==> config.mk <==
export PLATFORM = sky130hd
export DESIGN_NAME = line_rasterizer_3d
export DESIGN_NICKNAME = d
export VERILOG_FILES = /design/src/rtl/lr3d_pkg.sv /design/src/rtl/lr3d_setup.sv /design/src/rtl/lr3d_queue.sv /design/src/rtl/lr3d_stepper.sv /design/src/rtl/line_rasterizer_3d.sv
export SDC_FILE = /design/constraint.sdc
export NUM_CORES = 1
export LEC_CHECK = 0
export CAP_MARGIN = 20
export CORE_ASPECT_RATIO = 1.1
export CORE_MARGIN = 5
export CORE_UTILIZATION = 59
export CTS_BUF_LIST = sky130_fd_sc_hd__clkbuf_16
export DETAILED_ROUTE_END_ITERATION = 10
export DONT_BUFFER_PORTS = 1
export GPL_TIMING_DRIVEN = 1
export PLACE_DENSITY = 0.86
export SYNTH_ARGS = -nofsm -noshare
export SYNTH_HDL_FRONTEND = slang
export SYNTH_HIERARCHICAL = 1
export SYNTH_SLANG_ARGS = --single-unit
==> constraint.sdc <==
create_clock -name clock -period 3.8 [get_ports clock]
set_input_delay 0.19 -clock clock [delete_from_list [all_inputs] [get_ports clock]]
set_output_delay 0.19 -clock clock [all_outputs]
set_load 0.1 [all_outputs]
==> src/rtl/lr3d_pkg.sv <==
`default_nettype none

package lr3d_pkg;

   // Storage width of a coordinate; the active range is set by COORD_BITS on the top level.
   localparam int COORD_W = 6;
   localparam int COLOR_W = 8;
   // Error terms stay within about four times the coordinate range, signed.
   localparam int ERR_W = COORD_W + 3;

   localparam int REQ_DATA_W = 48;
   localparam int RSP_DATA_W = 32;

   localparam int QUEUE_DEPTH = 2;
   localparam int QPTR_W = $clog2(QUEUE_DEPTH);
   localparam int QCNT_W = $clog2(QUEUE_DEPTH + 1);

   typedef enum logic [1:0] {
      AXIS_X = 2'd0,
      AXIS_Y = 2'd1,
      AXIS_Z = 2'd2
   } axis_type;

   // One classified line, handed from the setup stage to the stepper.
   typedef struct packed {
      logic [2:0][COORD_W-1:0] start;
      logic [2:0][COORD_W-1:0] delta;
      logic [2:0]              neg;
      axis_type                major;
      logic [COLOR_W-1:0]      color;
   } job_type;

endpackage

`default_nettype wire

==> src/rtl/lr3d_setup.sv <==
`default_nettype none

module lr3d_setup
   import lr3d_pkg::*;
#(
   parameter int COORD_BITS = 6
) (
   input  wire logic                  req_tvalid,
   output logic                       req_tready,
   input  wire logic [REQ_DATA_W-1:0] req_tdata,
   input  wire logic                  job_ready,
   output logic                       job_valid,
   output job_type                    job
);

   localparam logic [COORD_W-1:0] COORD_MASK = COORD_W'((1 << COORD_BITS) - 1);

   logic [2:0][COORD_W-1:0] s_pt;
   logic [2:0][COORD_W-1:0] e_pt;

   // Setup is pure logic; the queue behind it provides the register stage.
   assign req_tready = job_ready;
   assign job_valid  = req_tvalid;

   always_comb begin
      job = '0;
      for (int a = 0; a < 3; a++) begin
         s_pt[a] = req_tdata[a*COORD_W +: COORD_W] & COORD_MASK;
         e_pt[a] = req_tdata[(a+3)*COORD_W +: COORD_W] & COORD_MASK;
         job.start[a] = s_pt[a];
         job.neg[a]   = e_pt[a] < s_pt[a];
         job.delta[a] = job.neg[a] ? (s_pt[a] - e_pt[a]) : (e_pt[a] - s_pt[a]);
      end
      if (job.delta[0] >= job.delta[1] && job.delta[0] >= job.delta[2]) begin
         job.major = AXIS_X;
      end else if (job.delta[1] >= job.delta[2]) begin
         job.major = AXIS_Y;
      end else begin
         job.major = AXIS_Z;
      end
      job.color = req_tdata[6*COORD_W +: COLOR_W];
   end

endmodule

`default_nettype wire

==> src/rtl/lr3d_queue.sv <==
`default_nettype none

module lr3d_queue
   import lr3d_pkg::*;
(
   input  wire logic    clock,
   input  wire logic    reset,
   input  wire logic    in_valid,
   output logic         in_ready,
   input  wire job_type in_job,
   output logic         out_valid,
   input  wire logic    out_ready,
   output job_type      out_job
);

   job_type            slot_ff [QUEUE_DEPTH];
   logic [QPTR_W-1:0]  wr_ptr_ff;
   logic [QPTR_W-1:0]  wr_ptr_in;
   logic [QPTR_W-1:0]  rd_ptr_ff;
   logic [QPTR_W-1:0]  rd_ptr_in;
   logic [QCNT_W-1:0]  count_ff;
   logic [QCNT_W-1:0]  count_in;
   logic               push;
   logic               pop;

   assign in_ready  = count_ff != QCNT_W'(QUEUE_DEPTH);
   assign out_valid = count_ff != '0;
   assign out_job   = slot_ff[rd_ptr_ff];
   assign push      = in_valid && in_ready;
   assign pop       = out_valid && out_ready;

   always_comb begin
      wr_ptr_in = wr_ptr_ff;
      rd_ptr_in = rd_ptr_ff;
      count_in  = count_ff;
      if (push) begin
         wr_ptr_in = (wr_ptr_ff == QPTR_W'(QUEUE_DEPTH - 1)) ? '0 : wr_ptr_ff + 1'b1;
      end
      if (pop) begin
         rd_ptr_in = (rd_ptr_ff == QPTR_W'(QUEUE_DEPTH - 1)) ? '0 : rd_ptr_ff + 1'b1;
      end
      if (push && !pop) begin
         count_in = count_ff + 1'b1;
      end else if (pop && !push) begin
         count_in = count_ff - 1'b1;
      end
   end

   always_ff @(posedge clock) begin
      if (push) begin
         slot_ff[wr_ptr_ff] <= in_job;
      end
      if (reset) begin
         wr_ptr_ff <= '0;
         rd_ptr_ff <= '0;
         count_ff  <= '0;
      end else begin
         wr_ptr_ff <= wr_ptr_in;
         rd_ptr_ff <= rd_ptr_in;
         count_ff  <= count_in;
      end
   end

endmodule

`default_nettype wire

==> src/rtl/lr3d_stepper.sv <==
`default_nettype none

module lr3d_stepper
   import lr3d_pkg::*;
(
   input  wire logic                  clock,
   input  wire logic                  reset,
   input  wire logic                  job_valid,
   output logic                       job_ready,
   input  wire job_type               job,
   output logic                       rsp_tvalid,
   input  wire logic                  rsp_tready,
   output logic [RSP_DATA_W-1:0]      rsp_tdata,
   output logic                       rsp_tlast
);

   logic [2:0][COORD_W-1:0]       pos_ff;
   logic [2:0][COORD_W-1:0]       pos_in;
   logic signed [ERR_W-1:0]       err_ff [3];
   logic signed [ERR_W-1:0]       err_in [3];
   logic [2:0][COORD_W-1:0]       delta_ff;
   logic [2:0]                    neg_ff;
   axis_type                      major_ff;
   logic [COLOR_W-1:0]            color_ff;
   logic [COORD_W-1:0]            left_ff;
   logic [COORD_W-1:0]            left_in;
   logic                          active_ff;
   logic                          active_in;
   logic                          out_valid_ff;
   logic [2:0][COORD_W-1:0]       out_pos_ff;
   logic [COLOR_W-1:0]            out_color_ff;
   logic                          out_last_ff;
   logic                          emit;
   logic                          load;
   logic [1:0]                    maj_idx;
   logic signed [ERR_W-1:0]       maj2;
   logic signed [ERR_W-1:0]       job_maj;
   logic [1:0]                    job_idx;

   assign emit      = active_ff && (!out_valid_ff || rsp_tready);
   assign load      = job_valid && (!active_ff || (emit && left_ff == '0));
   assign job_ready = load;

   assign maj_idx = major_ff;
   assign job_idx = job.major;
   assign maj2    = signed'({2'b00, delta_ff[maj_idx], 1'b0});
   assign job_maj = signed'({3'b000, job.delta[job_idx]});

   always_comb begin
      pos_in    = pos_ff;
      left_in   = left_ff;
      active_in = active_ff;
      for (int a = 0; a < 3; a++) begin
         err_in[a] = err_ff[a];
      end
      if (emit) begin
         if (left_ff == '0) begin
            active_in = 1'b0;
         end else begin
            left_in = left_ff - 1'b1;
            for (int a = 0; a < 3; a++) begin
               if (a == int'(maj_idx)) begin
                  pos_in[a] = neg_ff[a] ? pos_ff[a] - 1'b1 : pos_ff[a] + 1'b1;
               end else if (err_ff[a] > 0) begin
                  pos_in[a] = neg_ff[a] ? pos_ff[a] - 1'b1 : pos_ff[a] + 1'b1;
                  err_in[a] = err_ff[a] - maj2 + signed'({2'b00, delta_ff[a], 1'b0});
               end else begin
                  err_in[a] = err_ff[a] + signed'({2'b00, delta_ff[a], 1'b0});
               end
            end
         end
      end
      if (load) begin
         active_in = 1'b1;
         pos_in    = job.start;
         left_in   = job.delta[job_idx];
         for (int a = 0; a < 3; a++) begin
            err_in[a] = signed'({2'b00, job.delta[a], 1'b0}) - job_maj;
         end
      end
   end

   always_ff @(posedge clock) begin
      pos_ff  <= pos_in;
      left_ff <= left_in;
      for (int a = 0; a < 3; a++) begin
         err_ff[a] <= err_in[a];
      end
      if (load) begin
         delta_ff <= job.delta;
         neg_ff   <= job.neg;
         major_ff <= job.major;
         color_ff <= job.color;
      end
      if (emit) begin
         out_pos_ff   <= pos_ff;
         out_color_ff <= color_ff;
         out_last_ff  <= left_ff == '0;
      end
      if (reset) begin
         active_ff    <= 1'b0;
         out_valid_ff <= 1'b0;
      end else begin
         active_ff <= active_in;
         if (emit) begin
            out_valid_ff <= 1'b1;
         end else if (rsp_tready) begin
            out_valid_ff <= 1'b0;
         end
      end
   end

   assign rsp_tvalid = out_valid_ff;
   assign rsp_tlast  = out_last_ff;
   assign rsp_tdata  = RSP_DATA_W'({out_color_ff, out_pos_ff});

endmodule

`default_nettype wire

==> src/rtl/line_rasterizer_3d.sv <==
// Path: each line goes through the line queue, the stepper registers and the output register.
// Throughput: one point per cycle unless the consumer stalls; a line gives its dominant length
// plus one points (1 to 64 at six bits); lines follow without a gap, paced by the stepper.
// Reset: synchronous, active high; it empties the line queue, stops the stepper and
// drops any point held in the output register.
`default_nettype none

module line_rasterizer_3d
   import lr3d_pkg::*;
#(
   parameter int COORD_BITS = 6
) (
   input  wire logic                  clock,
   input  wire logic                  reset,
   // Line requests.
   input  wire logic                  req_tvalid,
   output logic                       req_tready,
   // Fields from bit 0: x_start[6], y_start[6], z_start[6], x_end[6], y_end[6],
   // z_end[6], color[8], then four zero bits.
   input  wire logic [REQ_DATA_W-1:0] req_tdata,
   // Voxel points.
   output logic                       rsp_tvalid,
   input  wire logic                  rsp_tready,
   // Fields from bit 0: point_x[6], point_y[6], point_z[6], point_color[8],
   // then six zero bits.
   output logic [RSP_DATA_W-1:0]      rsp_tdata,
   // Marks the final point of a line.
   output logic                       rsp_tlast
);

   // The setup stage masks the coordinates to COORD_BITS, measures the distance and
   // direction on each axis, and picks the driving axis (ties go to x, then y).
   // Classified lines wait in a two-entry queue, so a new request can be taken while
   // the stepper is still drawing the previous line.
   logic    setup_valid;
   logic    setup_ready;
   job_type setup_job;
   logic    queue_valid;
   logic    queue_ready;
   job_type queue_job;

   lr3d_setup #(
      .COORD_BITS (COORD_BITS)
   ) u_setup (
      .req_tvalid (req_tvalid),
      .req_tready (req_tready),
      .req_tdata  (req_tdata),
      .job_ready  (setup_ready),
      .job_valid  (setup_valid),
      .job        (setup_job)
   );

   lr3d_queue u_queue (
      .clock     (clock),
      .reset     (reset),
      .in_valid  (setup_valid),
      .in_ready  (setup_ready),
      .in_job    (setup_job),
      .out_valid (queue_valid),
      .out_ready (queue_ready),
      .out_job   (queue_job)
   );

   // The stepper walks the driving axis one voxel per cycle while the output is not stalled,
   // and keeps one error term per minor axis; a minor axis moves when its error is above zero.
   // Each point goes through an output register that holds it while the consumer stalls.
   lr3d_stepper u_stepper (
      .clock      (clock),
      .reset      (reset),
      .job_valid  (queue_valid),
      .job_ready  (queue_ready),
      .job        (queue_job),
      .rsp_tvalid (rsp_tvalid),
      .rsp_tready (rsp_tready),
      .rsp_tdata  (rsp_tdata),
      .rsp_tlast  (rsp_tlast)
   );

endmodule

`default_nettype wire
**Word-level counts from Yosys, hierarchy flattened**

Memories as Yosys holds them, arrays and structs flattened. A register that Yosys moved wholly into a read port is not among the register bits.
Cells that the tools add are included.

- Eq/ne operators: 4
- Multiplexer cells: 46
- Reduce and logical (&&, ||, !) cells: 29
- Add/sub/neg operators: 29
- $lt $le $gt $ge: 11

Operators with widths:

| operator | number |
|---|---|
| $mux 6 | 17 |
| $mux 27 | 3 |
| $add 9x8->9 | 6 |
| $mux 18 | 3 |
| $mux 9 | 6 |
| $sub 6x6->6 | 6 |
| $gt 9x1->1 const B | 3 |
| $sub 9x8->9 | 3 |
| $bmux 6 s2 | 2 |
| $sub 6x1->6 const B | 4 |
| $sub 7x6->8 | 3 |
| $add 6x1->6 const B | 3 |
| $ge 6x6->1 | 3 |
| $lt 6x6->1 | 3 |
| $mux 1 | 11 |
| $reduce_bool 2->1 | 5 |
| $reduce_and 3->1 | 3 |
| $reduce_bool 3->1 | 3 |
| $logic_and 1x1->1 | 8 |
| $mux 2 | 4 |
| $logic_not 6->1 | 1 |
| $lt 2x3->1 const B | 2 |
| $eq 2x2->1 const A | 2 |
| $logic_not 1->1 | 4 |
| other kinds (7) | 11 |

- Word-level logic and storage cells: 141
- Memory bits (writable): 125
- Memories: 2
- Bits in registers: 88

Memories:

| memory | words | width | rd ports | clocked after Yosys merged registers in | wr ports | line | RTL |
|---|---|---|---|---|---|---|---|
| u_queue.slot_ff | 2 | 49 | 1 | 1 | 1 | lr3d_queue.sv:16 | `job_type slot_ff [QUEUE_DEPTH];` |
| u_stepper.err_ff | 3 | 9 | 3 | 0 | 3 | lr3d_stepper.sv:19 | `logic signed [ERR_W-1:0] err_ff [3];` |

**Logic depth before layout (Yosys ltp)**

- Depth in word-level cells: 10
- Mapped depth: 14
- Depth with buffers taken out: 14

**Hierarchy**

The synthesis kept the hierarchy.

Modules (own cells, without submodules):

| module | area each (µm²) | cells each | times used |
|---|---|---|---|
| lr3d_stepper | 7793.7 | 745 | 1 |
| lr3d_queue | 3751.1 | 176 | 1 |
| lr3d_setup | 2052.0 | 253 | 1 |

**Worst setup path before layout**

OpenSTA, ideal clock, no wires.

- Kind: register to register
- Start point: register u_stepper/rsp_tvalid (netlist name)
- End point: memory u_stepper/err_ff[0][19] (netlist bit), enable pin
- Period minus slack after synthesis: 3.671 ns
- Path slack: 0.129 ns
- Buffers on the path: 0
- Cell stages (with the launch flop): 5
- Setup time: 0.384 ns
- Data arrival time: 3.287 ns
- Cell sequence: dfxtp_1 nor2b_1 nor2b_1 nand2_1 o21ai_0

RTL lines:

| item | line |
|---|---|
| end: declaration | lr3d_stepper.sv:19 |

==> run metrics <==
Seq/Total Area, Yosys=46.5%; Max Cap Viol=0; first-pass GRT wire length=48,400 µm; Routed Antenna Nets=0; Core Area=22,800 µm²; final core occ=64.7%; Final Max Slew Viols=0; met2 WL post-DR=15,100 µm; Post-synth top cells=edfxtp_1 (206), inv_1 (144), ha_1 (116), a21oi_1 (94), nor2_1 (62); row count=58; vias in the first global route=9,566; Slew @ Worst Pin=1.05 ns; final count of hold timing violations=0; RSZ-0062 raised after global routing=false; top_reg_cell synth=edfxtp_1; htree depth=1; die outline width=155 µm; critical path required time=4.16 ns; footprint of the multi-input gates=6340 µm²; WL met3=2480 µm; Netlist Area Pre-Place=13,600 µm²; Reg area=6330 µm²; start-to-end type of the worst setup path=register to register; crit path time final=3.61 ns; Synth cell types=63; routed vias/inst=6.08; CTS clk-pin slew, worst paths=0.07 ns; top-count cell post-synth=edfxtp_1; r2r endpoint=u_stepper/err_ff[0][8]; antenna fix cells=0; detailed router's first-iteration violation count=661; HP Class=input port to register; area grow syn2layout=8.38%; critical path launch point type=register; Synth top area share=45.5%; CTS Buffer Depth=3; full die area=26,200 µm²; Initial Util=59.7%; worst relative slew slack=29.2%; FMAX=277 MHz; remaining global-route overflow=0; skew final=0.0163 ns; Synth Instances=1,174; uppermost routed layer=met5; Async S/R FF share, synth=0%; status=complete, no violations; worst hold slack=0.0539 ns; Num CTS Buffers=21; cell accounting for the most synthesized area=edfxtp_1; worst skew pair latency=0.51 ns; hold depth=2; Setup Viol. Count Final=0; Synth area leaders=edfxtp_1 (45%), ha_1 (11%), fa_1 (5.3%), mux2_2 (4.3%), inv_1 (4.0%); r2r setup slk=0.19 ns; GP Congestion=0.895; Post-CTS Setup Bufs=0; synthesis warning total=6; Top Ports=87; WL/cell=20.1 µm; clock tree sinks=213; clock root cell=clkbuf_16; hold_sp=req_tdata[30]; Total GRT Usage=23.0%; Fin Setup TNS=0 ns; Post-DP HPWL=21,700 µm; Die Height=169 µm; routed wire length=30,200 µm; synthesis-stage register bit count=213; syn avg cell area=11.6 µm²; antenna violations before repair=1; crit-path max FO=15; DR vias=9,159; largest net degree at the start of global routing=50; Final period util=95.1%; fillers=1,586; share of cells above drive strength 1=11.0%; WP data arrival=3.98 ns; Worst Setup End Kind=register; WHS Endpoint=u_queue/slot_ff[0][25]; nets=1,396; CTS tree=yes; worst r2r path cells=12; Post-synth EDFFs=206; WL met1=11,500 µm; I/O Buffers=0; First-pass DRT Iterations=5; DRC=0
[timing repair]
item / CTS / global route
endpoints found under the setup margin: 0 / 4
endpoints found under the hold margin: 59 / 0
hold buffers: 29 / 0
resized for setup: 0 / 3
[sequential cells by signal (all words and copies together), names as in the netlist, named ones only]
signal                  cells
u_stepper/err_ff           26
u_stepper/color_ff          8
u_stepper/pos_ff           18
u_queue/slot_ff            98
u_stepper/rsp_tvalid        1
u_stepper/left_ff           6
u_stepper/out_color_ff      8
u_queue/wr_ptr_ff           1
u_queue/rd_ptr_ff           1
u_stepper/rsp_tlast         1
u_stepper/neg_ff            3
u_stepper/active_ff         1
u_stepper/rsp_tdata        18
u_queue/count_ff            2
u_stepper/delta_ff         18
u_stepper/maj_idx           2
[critical path, stage by stage, from the launching register on]
cell      delay, ns
dfxtp_2        0.60
buf_4          0.31
mux2_2         0.40
mux2i_1        0.16
nor2_1         0.08
a21oi_1        0.24
ha_1           0.30
nor2b_1        0.15
a221oi_2       0.34
o21ai_1        0.16
o21ai_2        0.20
nor4b_4        0.34
a311o_1        0.18
[layer usage]
layer / track usage, % / vias to the layer above
li1: - / 4175
met1: 27.3 / 4467
met2: 40.2 / 415
met3: 5.81 / 100
met4: 9.41 / 2
met5: 0 / -
[cell families (layout without fill, tap and decap cells)]
| logic type | Yosys count | after routing | share of synthesized area (%) |
|---|---|---|---|
| XOR/XNOR | 80 | 80 | 5.15 |
| AO/OA/AOI/OAI | 263 | 263 | 12.5 |
| adder cells (fa/ha/maj) | 152 | 152 | 16.0 |
| other | 1 | 6 | 0.0276 |
| AND/OR/NAND/NOR | 175 | 175 | 6.24 |
| multiplexers | 82 | 82 | 6.52 |
| flip-flops | 213 | 213 | 46.5 |
| buffers and inverters | 208 | 236 | 7.10 |
[cell usage in the layout (no fill, tap or decap), types with 6 or more instances in the layout]
master	instances
nor3_1	7
o21ai_0	50
fa_1	36
xnor2_1	41
mux2i_1	30
a211oi_1	16
dfxtp_1	6
mux2_2	52
nor2b_1	15
conb_1	6
o21bai_1	6
ha_1	116
a21o_1	30
nor2_1	62
a21oi_1	94
inv_1	144
xor2_1	39
dlygate4sd3_1	29
o21a_1	11
nor4_1	6
edfxtp_1	206
o31ai_1	6
buf_4	22
nand3b_1	6
nand2_1	48
and2_1	7
clkbuf_16	21
a221oi_1	6
[worst max-delay path by stage]
stage	startpoint	endpoint	slack, ns
3_3_place_gp	u_stepper/maj_idx[0]	u_stepper/err_ff[0][8]	0.28
5_1_grt	register	u_stepper/err_ff[0][16]	0.04
6_report	register	u_stepper/err_ff[0][8]	0.19
3_5_place_dp	u_stepper/maj_idx[0]	u_stepper/err_ff[0][8]	0.15
2_1_floorplan	u_stepper/rsp_tvalid	u_stepper/err_ff[0][19]	0.13
4_1_cts	u_stepper/maj_idx[0]	u_stepper/err_ff[0][8]	0.12
[cell type report]
type                       instances  share of cell area (%)
clock inverter                    17                    1.00
multi-input combinational        758                    43.0
clock buffer                      21                    3.57
sequential                       213                    42.9
inverter                         145                    3.69
timing repair buffer              53                    3.26
tap                              300                    2.55
[through the flow]
| stage | setup WS [ns] | area [µm²] | cells |
|---|---|---|---|
| final | 0.186 | 14700 | 1507 |
| after global routing | 0.0442 | 14700 | 1507 |
| after CTS | 0.116 | 14700 | 1506 |
| after detailed placement | 0.145 | 13800 | 1439 |
| after global placement | 0.279 | 13800 | 1439 |
| after floorplan | 0.129 | 13600 | 1179 |
Power is left out: the tool's default activity adds up to more than one toggle a clock period on the data nets, which glitch-free logic cannot reach.
